**src/swm_pkg.sv**
```systemverilog
package swm_pkg;

    localparam int MAX_WINDOW  = 64;
    localparam int SAMPLE_BITS = 16;
    localparam int CFG_BITS    = 7;
    localparam int IDX_BITS    = $clog2(MAX_WINDOW);
    localparam int CNT_BITS    = $clog2(MAX_WINDOW + 1);
    localparam int MED_BITS    = SAMPLE_BITS + 1;

    localparam logic KIND_SAMPLE = 1'b0;

    // Sorted cell contents: sample value and age in slots since it entered.
    typedef struct packed {
        logic                          valid;
        logic signed [SAMPLE_BITS-1:0] value;
        logic [IDX_BITS-1:0]           age;
    } swm_cell_t;

    // Broadcast from the top level to every cell.
    typedef struct packed {
        logic                          step;
        logic                          clear;
        logic                          ins;
        logic [IDX_BITS-1:0]           evict_age;
        logic signed [SAMPLE_BITS-1:0] sample;
    } swm_ctrl_t;

    // Age at which a sample leaves the window, from the written length.
    function automatic logic [IDX_BITS-1:0] swm_last_age(input logic [CFG_BITS-1:0] wl);
        logic [IDX_BITS-1:0] res;
        if (wl == '0)
        begin
            res = '0;
        end
        else if (wl > CFG_BITS'(MAX_WINDOW))
        begin
            res = IDX_BITS'(MAX_WINDOW - 1);
        end
        else
        begin
            res = IDX_BITS'(wl - 1'b1);
        end
        return res;
    endfunction

endpackage

```
**src/swm_cell.sv**
```systemverilog
module swm_cell
    import swm_pkg::*;
(
    input  logic      clk,
    input  logic      rst_n,
    input  swm_ctrl_t ctrl,
    input  swm_cell_t left_cell,
    input  logic      left_shift,
    input  logic      left_bigp,
    input  swm_cell_t right_cell,
    input  logic      right_big,
    output swm_cell_t own_cell,
    output logic      big,
    output logic      shift,
    output logic      bigp
);

    logic                          valid_reg;
    logic                          valid_next;
    logic signed [SAMPLE_BITS-1:0] value_reg;
    logic signed [SAMPLE_BITS-1:0] value_next;
    logic [IDX_BITS-1:0]           age_reg;
    logic [IDX_BITS-1:0]           age_next;
    logic                          evict;
    swm_cell_t                     r_self;
    swm_cell_t                     r_left;

    assign own_cell = '{valid: valid_reg, value: value_reg, age: age_reg};

    // Empty cells sort above every sample.
    assign big   = !valid_reg || ($signed(value_reg) > $signed(ctrl.sample));
    assign evict = valid_reg && (age_reg == ctrl.evict_age);

    // Close the gap left by the evicted entry: cells at or above it pull from the right.
    assign shift  = left_shift | evict;
    assign r_self = shift ? right_cell : own_cell;
    assign bigp   = shift ? right_big : big;
    assign r_left = left_shift ? own_cell : left_cell;

    always_comb
    begin
        if (ctrl.ins && bigp && !left_bigp)
        begin
            valid_next = 1'b1;
            value_next = ctrl.sample;
            age_next   = '0;
        end
        else if (ctrl.ins && bigp)
        begin
            valid_next = r_left.valid;
            value_next = r_left.value;
            age_next   = r_left.age + 1'b1;
        end
        else
        begin
            valid_next = r_self.valid;
            value_next = r_self.value;
            age_next   = r_self.age + 1'b1;
        end
    end

    always_ff @(posedge clk or negedge rst_n)
    begin
        if (!rst_n)
        begin
            valid_reg <= 1'b0;
        end
        else if (ctrl.clear)
        begin
            valid_reg <= 1'b0;
        end
        else if (ctrl.step)
        begin
            valid_reg <= valid_next;
        end
    end

    always_ff @(posedge clk)
    begin
        if (ctrl.step)
        begin
            value_reg <= value_next;
            age_reg   <= age_next;
        end
    end

endmodule

```
**config.mk**
```make
export PLATFORM = sky130hd
export DESIGN_NAME = swm_cell
export DESIGN_NICKNAME = d
export VERILOG_FILES = /design/src/swm_pkg.sv /design/src/swm_cell.sv
export SDC_FILE = /design/constraint.sdc
export NUM_CORES = 1
export LEC_CHECK = 0
export BUFFER_PORTS_ARGS = -buffer_cell sky130_fd_sc_hd__buf_2
export CAP_MARGIN = 30
export CORE_MARGIN = 4
export CORE_UTILIZATION = 49
export CTS_CLUSTER_DIAMETER = 80
export DETAILED_ROUTE_END_ITERATION = 10
export PLACE_DENSITY = 0.95
export REMOVE_ABC_BUFFERS = 1
export SYNTH_ARGS = -nofsm -noshare
export SYNTH_HDL_FRONTEND = slang
export SYNTH_SLANG_ARGS = --single-unit
```
**constraint.sdc**
```tcl
create_clock -name clk -period 4.3 [get_ports clk]
set_input_delay 0.215 -clock clk [delete_from_list [all_inputs] [get_ports clk]]
set_output_delay 0.215 -clock clk [all_outputs]
set_load 0.02 [all_outputs]
```
After elaboration in Yosys (flattened, before gate mapping)
Cells that the tools add are included.
{"block": "classes", "n_addsub": 2, "magnitude_cmp": 1, "eq_ne": 3, "n_mux": 10, "n_bitwise": 1, "reduce_logical": 11}
{"cell": "$mux W23", "count": 2}
{"cell": "$mux W16", "count": 2}
{"cell": "$gt A16 B16 Y1", "count": 1}
{"cell": "$add A6 B1 Y6 const B", "count": 2}
{"cell": "$eq A6 B6 Y1", "count": 1}
{"cell": "$mux W6", "count": 1}
{"cell": "$reduce_and A3 Y1", "count": 2}
{"cell": "$mux W1", "count": 5}
{"cell": "$ne A4 B3 Y1 const B", "count": 1}
{"cell": "$reduce_bool A4 Y1", "count": 1}
{"cell": "$logic_and A1 B1 Y1", "count": 3}
{"cell": "$ne A3 B2 Y1 const B", "count": 1}
{"cell": "$reduce_bool A3 Y1", "count": 1}
{"cell": "$logic_not A1 Y1", "count": 2}
{"cell": "$reduce_bool A2 Y1", "count": 1}
{"cell": "$logic_or A1 B1 Y1", "count": 1}
{"cell": "$or A1 B1 Y1", "count": 1}
{"block": "word_totals", "reg_bits": 23, "input_bits": 76, "output_inout_bits": 26, "word_cells": 31}

Depth between registers and ports, before layout
{"block": "logic_depth", "depth_word": 9, "ltp_mapped": 13, "mapped_depth_nobuf": 13}

Least setup slack after synthesis
Ideal clock, no wire load.
{"block": "synth_timing", "kind": "register to register", "startpoint": "reg value_reg[7]", "endpoint": "reg valid_reg", "setup_time_ns": 0.120, "arrival_time_ns": 2.916, "required_ns": 4.180, "path_slack_ns": 1.263, "stages_incl_launch_ff": 11, "path_buffers": 0, "synth_period_minus_slack_ns": 3.037, "path_cell_list": "edfxtp_1 > ha_1 > nand4_1 > o221ai_1 > o2111a_1 > o21ai_4 > inv_2 > nand2_1 > a21oi_1 > mux2i_1 > nor2_1"}
{"block": "synth_between", "elab_chain_cells": 8, "elab_cells_between_ends": 12, "classes_between": "1 x order compare; 1 x eq/ne; 5 x mux; 5 x reduce/logical"}
{"element": "start, declared", "line": "swm_cell.sv:20", "text": "logic signed [SAMPLE_BITS-1:0] value_reg;"}
{"element": "start signal, assigned", "line": "swm_cell.sv:82", "text": "value_reg <= value_next;"}
{"element": "$gt A16 B16 Y1 *", "line": "swm_cell.sv:31", "text": "assign big = !valid_reg || ($signed(value_reg) > $signed(ctrl.sample));"}
{"element": "$logic_or A1 B1 Y1 *", "line": "swm_cell.sv:31"}
{"element": "named net big", "line": "swm_cell.sv:13", "text": "output logic big,"}
{"element": "$mux W1 *", "line": "swm_cell.sv:37", "text": "assign bigp = shift ? right_big : big;"}
{"element": "$logic_and A1 B1 Y1 *", "line": "swm_cell.sv:42, swm_cell.sv:48"}
{"element": "$mux W1 or $logic_and A1 B1 Y1 (tied branches)", "line": "swm_cell.sv:48, swm_cell.sv:42"}
{"element": "$mux W1", "line": "swm_cell.sv:42", "text": "if (ctrl.ins && bigp && !left_bigp)"}
{"element": "$mux W1", "line": "swm_cell.sv:72", "text": "else if (ctrl.step)"}
{"element": "$mux W1", "line": "swm_cell.sv:68", "text": "else if (ctrl.clear)"}
{"element": "end signal, assigned", "line": "swm_cell.sv:74", "text": "valid_reg <= valid_next;"}
{"element": "end, declared", "line": "swm_cell.sv:18", "text": "logic valid_reg;"}
Mark *: on every way through the listed nets, which the timed path passes. The rest lies on a longest branch. The select of a mux whose other input is x is not followed.
A chain may end at the register's enable or synchronous reset.

Final worst setup path
{"block": "layout_timing", "startpoint": "reg value_reg[15]", "endpoint": "reg age_reg[5], data pin"}
{"block": "layout_between", "elab_chain_cells": 5, "elab_cells_between_ends": 6, "classes_between": "1 x order compare; 2 x mux; 3 x reduce/logical"}
{"element": "$gt A16 B16 Y1 *", "line": "swm_cell.sv:31"}
{"element": "$logic_or A1 B1 Y1 *", "line": "swm_cell.sv:31"}
{"element": "$mux W1 *", "line": "swm_cell.sv:37"}
{"element": "$logic_and A1 B1 Y1 *", "line": "swm_cell.sv:42, swm_cell.sv:48"}
{"element": "$mux W6 or $logic_and A1 B1 Y1 (tied branches)", "line": "swm_cell.sv:48, swm_cell.sv:42"}
{"element": "end signal, assigned", "line": "swm_cell.sv:83", "text": "age_reg <= age_next;"}
{"element": "end, declared", "line": "swm_cell.sv:22", "text": "logic [IDX_BITS-1:0] age_reg;"}
Mark *: on every way between the ends. The rest lies on a longest branch, timed or not.

==> flow_summary.toml <==
[run_status]
status = "finished, final reports clean"

[worst_hold_path]
hold_class = "input pin to register"

[timing]
hold_viol = 0
maxSlewViolCount = 0
finalCritPeriodShare = 0.710
skew_ns = 0.00418
min_period_ns = 3.05
tns_ns = 0
rsz0062_at_grt = "false"
setup_violations = 0
slew_headroom = 0.334
fmax_ghz = 0.327
tightest_slew_ns = 1.00

[critical_path]
slowest_stage = "or4_1"
path_cells = "ha_1 -> nand4_2 -> o2111ai_1 -> a211o_1 -> o21ai_4 -> inv_2 -> o211ai_4 -> a2bb2oi_2 -> nand3_2 -> or4_1 -> o21ai_1"
cpLargestDelayFamily = "compound AO/OA/AOI/OAI gates"
max_stage_delay_ns = 0.51
cp_num_buf_inv = 1
cp_max_fo = 7
critPathLaunchType = "register"
cp-end-kind = "register"
crit_required_ns = 4.43
crit_type = "register to register"
worstPathArrival_ns = 3.19

[global_route]
grt-ovfl-total = 0
track_usage = 0.230
grt_max_degree = 20
grt_pass1_vias = 1983
grt_pass1_wl_mm = 9.27
antenna_found_initial = 0

[finish]
largest_reg_flops = 16
drive_gt1_frac = 0.412
final_cells = 344
syn2layout_area_growth_pct = 32.7
nets = 390
diodes = 0
fill_cells = 301

[floorplanning]
die_area_mm2 = 0.00493
num_io_pins = 102
die_width_um = 70.2
die_y_um = 70.2
design.core.area_mm2 = 0.00372
initial_core_util = 0.511
fp-row-count = 22

[route]
vias = 2023
antenna_left = 0
drc = 0
first_pass_iters = 5
drtIter0Drc = 217
via_per_inst = 5.88
wirelength_mm = 5.78
wl_per_cell_um = 16.8

[clock_tree]
ctsHtreeMaxLevel = 1
cts_resized = 0
clkTransAtPathRegs_ns = 0.08
max-clock-path-buffers = 2
cts_root_buffer = "clkbuf_8"
cts_tree = "built"
clk_latency_ns = 0.27
cts.sinks = 23
cts_buffers = 3

[yosys]
synth_xor_area_frac = 0.0415
synth_top_family_by_area = "compound AO/OA/AOI/OAI gates"
synth_mux_area_frac = 0.0105
syn_avg_cell_area_um2 = 9.73
synth_cell_types = 47
ys_ff_latch = 23
synth-adder-area-share = 0.112
yosysWarnings = 0
ys_seq_area_frac = 0.361
synthSimpleGateAreaFrac = 0.158
synth_compound_area_frac = 0.253
synthCells = 195
synthesis.area_mm2 = 0.00190

[place]
numPortBuffers = 101
place_inst = 339
hpwl_mm = 4.50
place.gp.congestion = 0.888

[power]
p_leak_nw = 1.21
p_per_area_mw_per_mm2 = 268
vdd.ir_drop.worst_v = 0.000169

[flow_run]
cap_viol_max_count = 0
per-stage QoR:
step / util / hold slack [ns] / cell area (µm²) / setup slack (ns) / total power, mW
after floorplan: - / -0.0806 / 1860 / 1.16 / 0.439
after global placement: 0.660 / 0.000357 / 2450 / 1.35 / 0.527
after detailed placement: 0.663 / -0.00270 / 2460 / 1.32 / 0.536
after CTS: 0.678 / 0.105 / 2520 / 1.26 / 0.672
after global routing: 0.678 / 0.107 / 2520 / 1.10 / 0.707
final: 0.678 / 0.107 / 2520 / 1.25 / 0.676
cell families after synthesis:
logic type                 count (synthesis)
DFF                                       23
and+or+nand+nor                           57
AOI/OAI and AO/OA                         56
xor gates and xnor gates                   9
muxes                                      2
adders and majority gates                 17
buffers and inverters                     31
cell usage after synthesis (all sizes together):
library cell  count  area [µm²]
inv              23        86.3
edfxtp           22         661
ha               17         213
nor3             16        80.1
a221o            15         150
a21oi            13        68.8
nor2             11        41.3
nand2            10        37.5
clkbuf            7        26.3
xor2              7        61.3
o21ai             6        41.3
nand2b            5        31.3
nand4             4        31.3
a22oi             3        22.5
nand3             3        20.0
o211ai            3        36.3
o221a             3        42.5
mux2i             2        20.0
nor2b             2        12.5
nor4              2        18.8
o2111ai           2        17.5
o221ai            2        23.8
o31ai             2        15.0
xnor2             2        17.5
a211o             1        8.76
a211oi            1        7.51
a21o              1        7.51
a2bb2oi           1        15.0
a31oi             1        6.26
and2b             1        7.51
and3              1        6.26
buf               1        7.51
dfrtp             1        25.0
o2111a            1        11.3
o22ai             1        6.26
or2               1        6.26
or4               1        7.51
path summary, 6_finish.rpt:
| path | cells past startpoint | slack [ns] | from | endpoint |
|---|---|---|---|---|
| max in group asynchronous | 2 | 3.95 | rst_n | valid_reg |
| max reg2reg | 11 | 1.25 | value_reg[15] | age_reg[5] |
| min reg2reg | 2 | 0.66 | valid_reg | valid_reg |
| max | 11 | 1.25 | value_reg[15] | age_reg[5] |
| min | 2 | 0.11 | ctrl[23] | valid_reg |
| min in group asynchronous | 2 | 0.26 | rst_n | valid_reg |
layout make-up:
cell class / count / area (µm²) / area share
clock buffer: 4 / 45.0 / 0.0179
inverter: 23 / 86.3 / 0.0343
tap: 48 / 60.1 / 0.0238
timing repair buffer: 105 / 542 / 0.215
multi-input combinational: 141 / 1100 / 0.437
sequential: 23 / 686 / 0.272
layer usage:
metal | up-vias | GRT usage | wire length (µm)
li1 | 952 | - | -
met1 | 944 | 0.286 | 2220
met2 | 113 | 0.396 | 2980
met3 | 14 | 0.0432 | 447
met4 | 0 | 0.0766 | 126
met5 | - | 0 | 0
cell usage in the layout (no fill, tap or decap), types with 2 or more instances in the layout:
cell       synthesis  layout
clkbuf_8           0       3
buf_4              1       2
a221o_1           15      15
xor2_1             7       7
o2111ai_1          2       2
nor3_1            16      16
o211ai_1           2       2
ha_1              17      17
o21ai_1            2       2
nand3_1            2       2
xnor2_1            2       2
nand4_1            3       3
edfxtp_1          22      22
nand2_1           10      10
mux2i_1            2       2
o21ai_0            3       3
a21oi_1           12      10
inv_1             22      22
nor2_1            11      11
a22oi_1            3       3
o221a_2            2       2
o31ai_1            2       2
nor2b_1            2       2
a21oi_2            1       3
nand2b_1           5       5
buf_2              0     101
where the power goes:
part | switching (mW) | internal (mW)
Combinational | 0.141 | 0.104
Sequential | 0.0164 | 0.275
Clock | 0.0728 | 0.0663
what timing repair did:
action / in CTS / in global routing
hold buffers: 1 / 0
endpoints found under the hold margin: 1 / 0
setup buffers: 0 / 0
setup endpoints to repair: 0 / 0
No activity file was read; power rests on OpenSTA's default activity.
